## src/hdl/goi_pkg.sv

```systemverilog
// ----------------------------------------------------------------------------
// goi_pkg
// Shared types and codes of the obstacle inflation block.
// ----------------------------------------------------------------------------
`default_nettype none

package goi_pkg;

  localparam logic [1:0] MODE_TABLE = 2'd0;
  localparam logic [1:0] MODE_CELL  = 2'd1;
  localparam logic [1:0] MODE_RUN   = 2'd2;
  localparam logic [1:0] MODE_READ  = 2'd3;

  localparam logic [1:0] REG_GRID_WIDTH  = 2'd0;
  localparam logic [1:0] REG_GRID_HEIGHT = 2'd1;
  localparam logic [1:0] REG_CELL_RADIUS = 2'd2;

  localparam int CFG_AW = 4;

  localparam logic [7:0] GRID_WIDTH_RST  = 8'd128;
  localparam logic [7:0] GRID_HEIGHT_RST = 8'd128;

  localparam logic signed [7:0] OCCUPIED = 8'sd100;

  typedef struct packed {
    logic [1:0]        mode;
    logic [6:0]        cell_x;
    logic [6:0]        cell_y;
    logic signed [7:0] value;
  } in_item_t;

  typedef struct packed {
    logic signed [7:0] cell_value;
    logic              run_done;
  } out_item_t;

  typedef enum logic [4:0] {
    OP_NONE,
    OP_ACCEPT,
    OP_RDOUT,
    OP_SCAN_RD,
    OP_SCAN_CHK,
    OP_APP_RD,
    OP_APP_WR,
    OP_BIN_START,
    OP_BIN_HEAD,
    OP_ENT_RD,
    OP_ENT_VIS,
    OP_ENT_UPD,
    OP_NB_RD,
    OP_NB_CHK,
    OP_NB_SQ,
    OP_NB_NEXT,
    OP_ENT_NEXT,
    OP_ENT_ADV,
    OP_FIN
  } op_t;

  typedef struct packed {
    op_t  op;
    logic out_ld;
  } cmd_t;

  typedef struct packed {
    logic run_trivial;
    logic seed;
    logic scan_last;
    logic pool_full;
    logic bin_filled;
    logic last_bin;
    logic vis;
    logic nb_ok;
    logic nb_reject;
    logic nb_last;
    logic sq_busy;
    logic push_ok;
    logic tail_hit;
  } sts_t;

endpackage

`default_nettype wire

```

## src/hdl/goi_ctrl.sv

```systemverilog
// ----------------------------------------------------------------------------
// goi_ctrl
// Sequencer for item handling, seed scan and wavefront expansion.
// ----------------------------------------------------------------------------
`default_nettype none

module goi_ctrl (
  input  wire logic          clk,
  input  wire logic          rst_n,
  input  wire logic          in_valid,
  output logic               in_stall,
  input  wire logic [1:0]    in_mode,
  output logic               out_valid,
  input  wire logic          out_stall,
  output goi_pkg::cmd_t      cmd,
  input  wire goi_pkg::sts_t sts
);

  typedef enum logic [17:0] {
    S_IDLE      = 18'h00001,
    S_RDOUT     = 18'h00002,
    S_SCAN_RD   = 18'h00004,
    S_SCAN_CHK  = 18'h00008,
    S_APP_RD    = 18'h00010,
    S_APP_WR    = 18'h00020,
    S_BIN_START = 18'h00040,
    S_BIN_HEAD  = 18'h00080,
    S_ENT_RD    = 18'h00100,
    S_ENT_VIS   = 18'h00200,
    S_ENT_UPD   = 18'h00400,
    S_NB_RD     = 18'h00800,
    S_NB_CHK    = 18'h01000,
    S_NB_SQ     = 18'h02000,
    S_NB_NEXT   = 18'h04000,
    S_ENT_NEXT  = 18'h08000,
    S_ENT_ADV   = 18'h10000,
    S_FIN       = 18'h20000
  } state_t;

  state_t state_r, state_nxt, ret_r, ret_nxt;
  logic   out_valid_r, out_valid_nxt, acc;

  assign in_stall  = (state_r != S_IDLE) || (out_valid_r && out_stall);
  assign acc       = in_valid && !in_stall;
  assign out_valid = out_valid_r;

  always_comb begin
    state_nxt  = state_r;
    ret_nxt    = ret_r;
    cmd.op     = goi_pkg::OP_NONE;
    cmd.out_ld = 1'b0;
    unique case (state_r)
      S_IDLE: begin
        if (acc) begin
          cmd.op = goi_pkg::OP_ACCEPT;
          priority if (in_mode == goi_pkg::MODE_RUN) begin
            state_nxt = sts.run_trivial ? S_FIN : S_SCAN_RD;
          end else if (in_mode == goi_pkg::MODE_READ) begin
            state_nxt = S_RDOUT;
          end else begin
            cmd.out_ld = 1'b1;
          end
        end
      end
      S_RDOUT: begin
        cmd.op     = goi_pkg::OP_RDOUT;
        cmd.out_ld = 1'b1;
        state_nxt  = S_IDLE;
      end
      S_SCAN_RD: begin
        cmd.op    = goi_pkg::OP_SCAN_RD;
        state_nxt = S_SCAN_CHK;
      end
      S_SCAN_CHK: begin
        cmd.op = goi_pkg::OP_SCAN_CHK;
        if (sts.seed) begin
          ret_nxt   = sts.scan_last ? S_BIN_START : S_SCAN_RD;
          state_nxt = S_APP_RD;
        end else begin
          state_nxt = sts.scan_last ? S_BIN_START : S_SCAN_RD;
        end
      end
      S_APP_RD: begin
        cmd.op    = goi_pkg::OP_APP_RD;
        state_nxt = sts.pool_full ? ret_r : S_APP_WR;
      end
      S_APP_WR: begin
        cmd.op    = goi_pkg::OP_APP_WR;
        state_nxt = ret_r;
      end
      S_BIN_START: begin
        cmd.op = goi_pkg::OP_BIN_START;
        priority if (sts.bin_filled) state_nxt = S_BIN_HEAD;
        else if (sts.last_bin)       state_nxt = S_FIN;
        else                         state_nxt = S_BIN_START;
      end
      S_BIN_HEAD: begin
        cmd.op    = goi_pkg::OP_BIN_HEAD;
        state_nxt = S_ENT_RD;
      end
      S_ENT_RD: begin
        cmd.op    = goi_pkg::OP_ENT_RD;
        state_nxt = S_ENT_VIS;
      end
      S_ENT_VIS: begin
        cmd.op    = goi_pkg::OP_ENT_VIS;
        state_nxt = S_ENT_UPD;
      end
      S_ENT_UPD: begin
        cmd.op    = goi_pkg::OP_ENT_UPD;
        state_nxt = sts.vis ? S_ENT_NEXT : S_NB_RD;
      end
      S_NB_RD: begin
        cmd.op    = goi_pkg::OP_NB_RD;
        state_nxt = sts.nb_ok ? S_NB_CHK : S_NB_NEXT;
      end
      S_NB_CHK: begin
        cmd.op    = goi_pkg::OP_NB_CHK;
        state_nxt = sts.nb_reject ? S_NB_NEXT : S_NB_SQ;
      end
      S_NB_SQ: begin
        cmd.op = goi_pkg::OP_NB_SQ;
        priority if (sts.sq_busy) begin
          state_nxt = S_NB_SQ;
        end else if (sts.push_ok) begin
          ret_nxt   = S_NB_NEXT;
          state_nxt = S_APP_RD;
        end else begin
          state_nxt = S_NB_NEXT;
        end
      end
      S_NB_NEXT: begin
        cmd.op    = goi_pkg::OP_NB_NEXT;
        state_nxt = sts.nb_last ? S_ENT_NEXT : S_NB_RD;
      end
      S_ENT_NEXT: begin
        cmd.op    = goi_pkg::OP_ENT_NEXT;
        state_nxt = S_ENT_ADV;
      end
      S_ENT_ADV: begin
        cmd.op = goi_pkg::OP_ENT_ADV;
        priority if (!sts.tail_hit) state_nxt = S_ENT_RD;
        else if (sts.last_bin)      state_nxt = S_FIN;
        else                        state_nxt = S_BIN_START;
      end
      S_FIN: begin
        cmd.op     = goi_pkg::OP_FIN;
        cmd.out_ld = 1'b1;
        state_nxt  = S_IDLE;
      end
      default: state_nxt = S_IDLE;
    endcase
  end

  always_comb begin
    out_valid_nxt = out_valid_r;
    if (cmd.out_ld)      out_valid_nxt = 1'b1;
    else if (!out_stall) out_valid_nxt = 1'b0;
  end

  always_ff @(posedge clk) begin
    if (!rst_n) begin
      state_r     <= S_IDLE;
      ret_r       <= S_SCAN_RD;
      out_valid_r <= 1'b0;
    end else begin
      state_r     <= state_nxt;
      ret_r       <= ret_nxt;
      out_valid_r <= out_valid_nxt;
    end
  end

endmodule

`default_nettype wire

```

## config.mk

```make
export PLATFORM = sky130hd
export DESIGN_NAME = goi_ctrl
export DESIGN_NICKNAME = d
export VERILOG_FILES = /design/src/hdl/goi_pkg.sv /design/src/hdl/goi_ctrl.sv
export SDC_FILE = /design/constraint.sdc
export NUM_CORES = 1
export LEC_CHECK = 0
export ABC_AREA = 1
export ABC_CLOCK_PERIOD_IN_PS = 1700
export BUFFER_PORTS_ARGS = -buffer_cell sky130_fd_sc_hd__buf_2
export CORE_UTILIZATION = 30
export DETAILED_ROUTE_END_ITERATION = 12
export PLACE_DENSITY_LB_ADDON = 0.2
export SYNTH_ARGS = -nofsm -noshare
export SYNTH_HDL_FRONTEND = slang
export SYNTH_SLANG_ARGS = --single-unit
export TNS_END_PERCENT = 50
```

## constraint.sdc

```tcl
create_clock -name clk -period 1.7 [get_ports clk]
set_input_delay 0.34 -clock clk [delete_from_list [all_inputs] [get_ports clk]]
set_output_delay 0.34 -clock clk [all_outputs]
set_load 0.02 [all_outputs]
```

# Word-level counts from Yosys, hierarchy flattened
# Cells that the tools add are included.
dict set report word_totals {
  ff_bits 37
  latchBits 0
  ram_bits 0
  romBits 0
  inputBits 19
  output_inout_bits 8
  elab_cells 66
  n_memories 0
}
dict set report classes {
  add_sub_neg 0
  mul 0
  div_mod_pow 0
  n_lt_le_gt_ge 0
  n_eq_ne 27
  shift 0
  n_mux 28
  n_bitwise 0
  n_reduce_logical 8
}
# cell n
set op_table {}
lappend op_table {{$pmux W18 S16} 1}
lappend op_table {{$mux W18} 11}
lappend op_table {{$pmux W5 S18} 1}
lappend op_table {{$mux W15} 4}
lappend op_table {{$pmux W18 S2} 1}
lappend op_table {{$mux W16} 2}
lappend op_table {{$eq A18 B1 Y1 const B} 1}
lappend op_table {{$eq A18 B10 Y1 const B} 1}
lappend op_table {{$eq A18 B11 Y1 const B} 1}
lappend op_table {{$eq A18 B12 Y1 const B} 1}
lappend op_table {{$eq A18 B13 Y1 const B} 1}
lappend op_table {{$eq A18 B14 Y1 const B} 1}
lappend op_table {{$eq A18 B15 Y1 const B} 1}
lappend op_table {{$eq A18 B16 Y1 const B} 1}
lappend op_table {{$eq A18 B17 Y1 const B} 1}
lappend op_table {{$eq A18 B18 Y1 const B} 1}
lappend op_table {{$eq A18 B2 Y1 const B} 1}
lappend op_table {{$eq A18 B3 Y1 const B} 1}
lappend op_table {{$eq A18 B4 Y1 const B} 1}
lappend op_table {{$eq A18 B5 Y1 const B} 1}
lappend op_table {{$eq A18 B6 Y1 const B} 1}
lappend op_table {{$eq A18 B7 Y1 const B} 1}
lappend op_table {{$eq A18 B8 Y1 const B} 1}
lappend op_table {{$eq A18 B9 Y1 const B} 1}
lappend op_table {{16 further kinds} 25}

# Depth between registers and ports, before layout
# Gate-level depths: netlist of run 1.
dict set report depth {
  depth_word 7
  ltp_mapped 12
  mapped_depth_nobuf 12
}

# Least setup slack after synthesis of run 1
# OpenSTA, ideal clock, no wires.
dict set report synth_path {
  path_type {register to output}
  from {register state_r[4]}
  to {output port cmd[2] (netlist bit)}
  arrival_ns 1.315
  required_ns 1.360
  slack_ns 0.045
  stages_incl_launch_ff 9
  n_path_buf 1
  path_cell_list {dfxtp_1 -> nor2_2 -> nand3_2 -> nor2_8 -> buf_4 -> nand2_1 -> inv_1 -> nor3_1 -> nand3_1}
}
# item line
set synth_rtl {}
lappend synth_rtl {{start, declared} goi_ctrl.sv:40} ;# state_t state_r, state_nxt, ret_r, ret_nxt;
lappend synth_rtl {{start signal, assigned} goi_ctrl.sv:167} ;# state_r <= state_nxt;
lappend synth_rtl {{end, declared} goi_ctrl.sv:15} ;# output goi_pkg::cmd_t cmd,

==> flow_summary.ini, run 1 <==
[pwr]
power.leakage_uw = 0.001416
power_density_mw_per_mm2 = 492.5
irDropWorstVdd_mv = 0.3264

[layout]
mostFrequentLayoutCell = buf_4
layout-drive-gt1-share_pct = 48.24
final_util_pct = 49.14
synthToLayoutAreaGrowth_pct = 57.11
final_cell_mix = buf_4 (62), nand2_1 (55), inv_1 (43)
antenna_cells = 0
nets = 389

[timing]
layout_setup_ws_ps = -337.5
period_share_pct = 119.9
worst_pin_slew_ps = 466.8
finClkSkew_ps = 4.553
setup_viol = 16
tns_ps = -2687
slew_headroom_pct = 68.85
hold_viol_final = 0
drv_slew = 0
grt_setup_unrepaired = yes
post-route-min-period_ps = 2037
fmax_mhz = 490.8

[floorplan]
die_area_mm2 = 0.006084
io_pins = 27
core_area_mm2 = 0.005540
start_util_pct = 31.28
num_rows = 27
die_height_um = 78
fp.dieW_um = 78

[hold_path]
hold_path.startpoint = sts[9]
whs_path_depth = 2
hold_path_class = in2reg
hold_end = state_r[5]$_SDFFE_PN0P_

[detailed_routing]
vias = 2024
ant_nets = 0
drt-initial-drc-count = 120
vias_per_cell = 4.590
drt-total-wl_mm = 5.704
first_pass_iters = 4
drc = 0
wl_per_cell_um = 12.93

[setup_path]
slowest_stage = dfxtp_2
reg2reg_depth = 13
crit_chain = nor2_4 -> nand2_4 -> nor2_8 -> buf_6 -> nand3_2 -> nand4_1 -> nor2_1 -> nand2_2 -> buf_6
crit_top_cell = buf_6
required_ps = 1360
slowest_delay_ps = 340
r2r-end = state_r[15]$_SDFFE_PN0P_
critPathKind = reg2out
cp_top_family = simple AND/OR/NAND/NOR gates
path_max_fanout = 5
worst-r2r-setup-slack_ps = -60
cp.arrival_ps = 1700
worstSetupEndpointType = primary output
cp_num_buf_inv = 2
r2r-start = state_r[10]$_SDFFE_PN0P_
start_kind = flip-flop

[clock_tree]
clk_pin_slew_worst_paths_ps = 90
clockRootBuffer = clkbuf_8
cts.path.max_buffers = 2
clock-sinks = 22
cts_buffers = 3
cts-htree-levels = 1
clk_latency_ps = 270
cts_hold_buf = 0
cts_tree = done

[run]
drv_cap = 0

[logic_synthesis]
avgSynthCellArea_um2 = 6.279
yosys_warnings = 0
yosysTopAreaCell = dfxtp_1
synth_top_area_share_pct = 25.42
synthTopCellsByArea = dfxtp_1 (25%), nand2_1 (13%), inv_1 (10%), nor2_1 (9.5%), nand3_1 (7.2%)
ys_seq_area_share_pct = 25.42
ys_seq_elements = 22
syn_nets = 295
syn-cell-area_mm2 = 0.001733
synth_cell_types = 31
synth_cells = 276

[outcome]
violations = negative setup slack
outcome = complete, but fails checks

[global_route]
grt_use_total_pct = 19.98
antenna_found_initial = 0
overflow = 0
grt_pass1_vias = 2043
grt_first_pass_wirelength_mm = 9.356
grt_max_degree = 13

[placement]
gp_congestion = 0.8638
portBuffers = 26
dp_hpwl_mm = 4.183
## kinds of logic after synthesis
kind of cell / share of synthesized area [%]
AND/OR/NAND/NOR: 56.68
buffers and inverters: 12.35
flip-flops: 25.42
AO/OA/AOI/OAI: 5.560
## where the power goes
group | leakage (uW) | switching [uW] | internal [uW]
clock network | 0.0000288 | 199 | 207
registers | 0.000183 | 7.73 | 524
logic | 0.00120 | 216 | 187
total | 0.00142 | 422 | 918
## synth_stat cells
master / count
nand2_4: 5
or2_2: 1
nor2_2: 11
o21ai_0: 3
clkinv_1: 1
nor2_4: 5
dfxtp_1: 22
nand3b_1: 1
nor3_1: 5
o211ai_1: 1
o21ai_2: 1
clkbuf_1: 1
nand4_1: 12
nor4b_1: 1
nand3_1: 25
o21a_1: 1
a21oi_1: 4
inv_2: 2
inv_1: 46
nand2_2: 4
buf_4: 2
buf_6: 1
a31o_2: 1
nand3_2: 4
nor2_8: 2
a32o_1: 1
nand3_4: 2
nand2_1: 62
o22ai_1: 3
nor2_1: 44
nor3b_1: 2
## worst reg2reg max path, stage by stage (launching register included)
cell and delay (ps):
dfxtp_2 340, nor2_4 210, nand2_4 120, nor2_8 150, buf_6 130, nand3_4 70, nand2_1 70, inv_1 50
nand2_1 70, nor2_2 50, buf_4 130, nand2_2 70, nand3_4 150, nor2_2 110
## layout make-up
type,count,area (um^2)
Fill cell,576,2818
Multi-Input combinational cell,202,1234
Timing Repair Buffer,92,701.9
Sequential cell,22,456.7
Inverter,49,185.2
Tap cell,72,90.09
Clock buffer,4,55.05
## how the worst max path moves through the flow
stage / startpoint / end / slack (ps) / cells after the start
2_1_floorplan: state_r[4]$_SDFFE_PN0P_ / cmd[2] / 50 / 8
4_1_cts: state_r[11]$_SDFFE_PN0P_ / cmd[5] / -350 / 9
3_5_place_dp: state_r[14]$_SDFFE_PN0P_ / cmd[3] / -250 / 10
3_3_place_gp: state_r[14]$_SDFFE_PN0P_ / cmd[3] / -250 / 10
5_1_grt: state_r[10]$_SDFFE_PN0P_ / cmd[1] / -450 / 9
6_report: state_r[10]$_SDFFE_PN0P_ / cmd[1] / -340 / 9
## per-layer routing
metal  GRT usage [%]  vias up  wire (um)
met5               0        -          0
met4           6.296        0        126
met3           1.765       13        245
met2           34.25       62       2663
met1           26.31      892       2668
li1                -     1057          -
## repair_timing
action | CTS | global route
hold endpoints to repair | 0 | 0
resized for setup | 60 | 15
pin swaps | 13 | 10
buffers inserted | 13 | 4
endpoints found under the setup margin | 16 | 19
gates cloned | 1 | 0
## sequential cells by signal, summed over array words and instances, names as in the netlist
| register | count |
|---|---|
| out_valid | 1 |
| ret_r | 3 |
| state_r | 18 |
## per-stage QoR
step	instance area (um^2)	hold WS [ps]	power, uW	std cells	setup slack (ps)
2_1_floorplan	1733	419.3	738.7	276	45.38
3_3_place_gp	2291	459.4	869.4	419	-252.2
3_5_place_dp	2291	460.8	869.0	419	-246.7
4_1_cts	2634	254.9	1329	437	-354.8
5_1_grt	2723	262.6	1409	441	-450.3
6_report	2723	254.3	1341	441	-337.5
(Power assumes the default switching activity.)
==> run 2, diff against run 1 <==
--- a/config.mk
+++ b/config.mk
@@ -10,6 +10,7 @@
 export BUFFER_PORTS_ARGS = -buffer_cell sky130_fd_sc_hd__buf_2
 export CORE_UTILIZATION = 30
 export DETAILED_ROUTE_END_ITERATION = 12
+export MAX_ROUTING_LAYER = met4
 export PLACE_DENSITY_LB_ADDON = 0.2
 export SYNTH_ARGS = -nofsm -noshare
 export SYNTH_HDL_FRONTEND = slang
==> constraint.sdc (replaced) <==
create_clock -name clk -period 1.7 [get_ports clk]
set_input_delay 0.34 -clock clk [delete_from_list [all_inputs] [get_ports clk]]
set_output_delay 0.34 -clock clk [all_outputs]
set_load 0.01 [all_outputs]
==> flow_summary.ini, run 2 (synthesis results as in run 1) <==
[setup_path]
slowest_delay_ps = 340
worst-r2r-setup-slack_ps = -220
cp.arrival_ps = 1730
critPathKind = reg2out
cp_num_buf_inv = 1
crit_chain = nor2_4 -> nand2_4 -> nor2_8 -> nand4_1 -> nand2_2 -> nor3_2 -> nand3_1 -> buf_2
cp_top_family = simple AND/OR/NAND/NOR gates
path_max_fanout = 8
required_ps = 1360
slowest_stage = dfxtp_2
start_kind = flip-flop
worstSetupEndpointType = primary output

[outcome]
violations = negative setup slack
outcome = complete, but fails checks

[clock_tree]
cts_hold_buf = 0
clk_pin_slew_worst_paths_ps = 90
cts.path.max_buffers = 2
cts_tree = done
clk_latency_ps = 270
clock-sinks = 22
cts_buffers = 3
clockRootBuffer = clkbuf_8
cts-htree-levels = 1

[timing]
period_share_pct = 121.5
grt_setup_unrepaired = yes
finClkSkew_ps = 4.943
hold_viol_final = 0
hold_slack_ps = 258.9
post-route-min-period_ps = 2066
slew_headroom_pct = 63.87
fmax_mhz = 484.1
layout_setup_ws_ps = -365.6
worst_pin_slew_ps = 541.4
setup_viol = 18
drv_slew = 0

[floorplan]
start_util_pct = 31.28
io_pins = 27
num_rows = 27
die_height_um = 78
die_area_mm2 = 0.006084
fp.dieW_um = 78
core_area_mm2 = 0.005540

[pwr]
power.leakage_uw = 0.001471
power_density_mw_per_mm2 = 452.4
irDropWorstVdd_mv = 0.2553

[layout]
nets = 399
multi_input_area_mm2 = 0.001291
largest_reg_flops = 18
register_area_um2 = 460.4
nFillCells = 543
mostFrequentLayoutCell = buf_4
layout-drive-gt1-share_pct = 51.85
regMostFlops = state_r
final_cell_mix = buf_4 (65), nand2_1 (52), inv_1 (43)
synthToLayoutAreaGrowth_pct = 63.61
antenna_cells = 0

[global_route]
overflow = 0
use_met3_pct = 2.471
antenna_found_initial = 0
grt_max_degree = 13
grtUsageMet1_pct = 26.76
grt_first_pass_wirelength_mm = 9.798
grt_use_total_pct = 21.61
grt_pass1_vias = 2095
top_usage_layer = met2
use_met2_pct = 35.66

[placement]
gp_congestion = 0.9299
dpl_worst_slack_ps = -182.5
portBuffers = 26
dp_hpwl_mm = 4.116

[detailed_routing]
drt-total-wl_mm = 5.936
ant_nets = 0
vias_per_cell = 4.627
wl_per_cell_um = 13.19
vias = 2082
drc = 0
first_pass_iters = 4
drt-initial-drc-count = 97

[run]
drv_cap = 0

[hold_path]
hold_path_class = in2reg
## run 2: worst reg2reg max path: cells and delay by family (launching register included)
family        cells  cell delay, ps
buf+inv           4             420
flops             1             340
simple gates     10            1080
## run 2: power by group
part           internal [uW]  switching [uW]
clock network            159             197
registers                524            7.15
logic                    174             222
## run 2: worst paths after layout
path	startpoint	cells past startpoint	to
worst max-delay path	state_r[13]$_SDFFE_PN0P_	8	cmd[2]
worst min register to register	ret_r[6]$_SDFFE_PN0P_	2	ret_r[6]$_SDFFE_PN0P_
worst min-delay path	sts[9]	2	state_r[5]$_SDFFE_PN0P_
worst max register to register	state_r[13]$_SDFFE_PN0P_	14	state_r[8]$_SDFFE_PN0P_
## run 2: stage by stage
| stage | utilization [%] | setup TNS (ps) | std cells | total power, uW | area (um^2) |
|---|---|---|---|---|---|
| finish | 51.17 | -3959 | 450 | 1283 | 2835 |
| floorplan | - | 0 | 276 | 727.3 | 1733 |
| CTS | 49.07 | -2655 | 445 | 1266 | 2719 |
| detailed placement | 40.94 | -1558 | 416 | 850.8 | 2268 |
| global route | 51.17 | -5766 | 450 | 1340 | 2835 |
| global placement | 40.94 | -1555 | 416 | 851.3 | 2268 |
## run 2: timing repair
item / 4_1_cts / 5_1_grt
gates resized for setup: 62 / 20
pin swaps: 22 / 19
setup buffers: 25 / 8
endpoints found under the hold margin: 0 / 0
gates cloned: 2 / 0
setup endpoints to repair: 16 / 20
## run 2: per-layer routing
metal	share of wire, %	vias to the layer above
met2	49	47
li1	-	1082
met4	2.2	0
met1	47	941
met5	0	-
met3	1.9	12
## run 2: cell type report
class	instances	share of cell area [%]
multi-input cells	203	45.54
clock buffers	3	1.456
well taps	72	3.177
flip-flops and latches	22	16.24
inverters	49	6.752
repair buffers	101	26.83
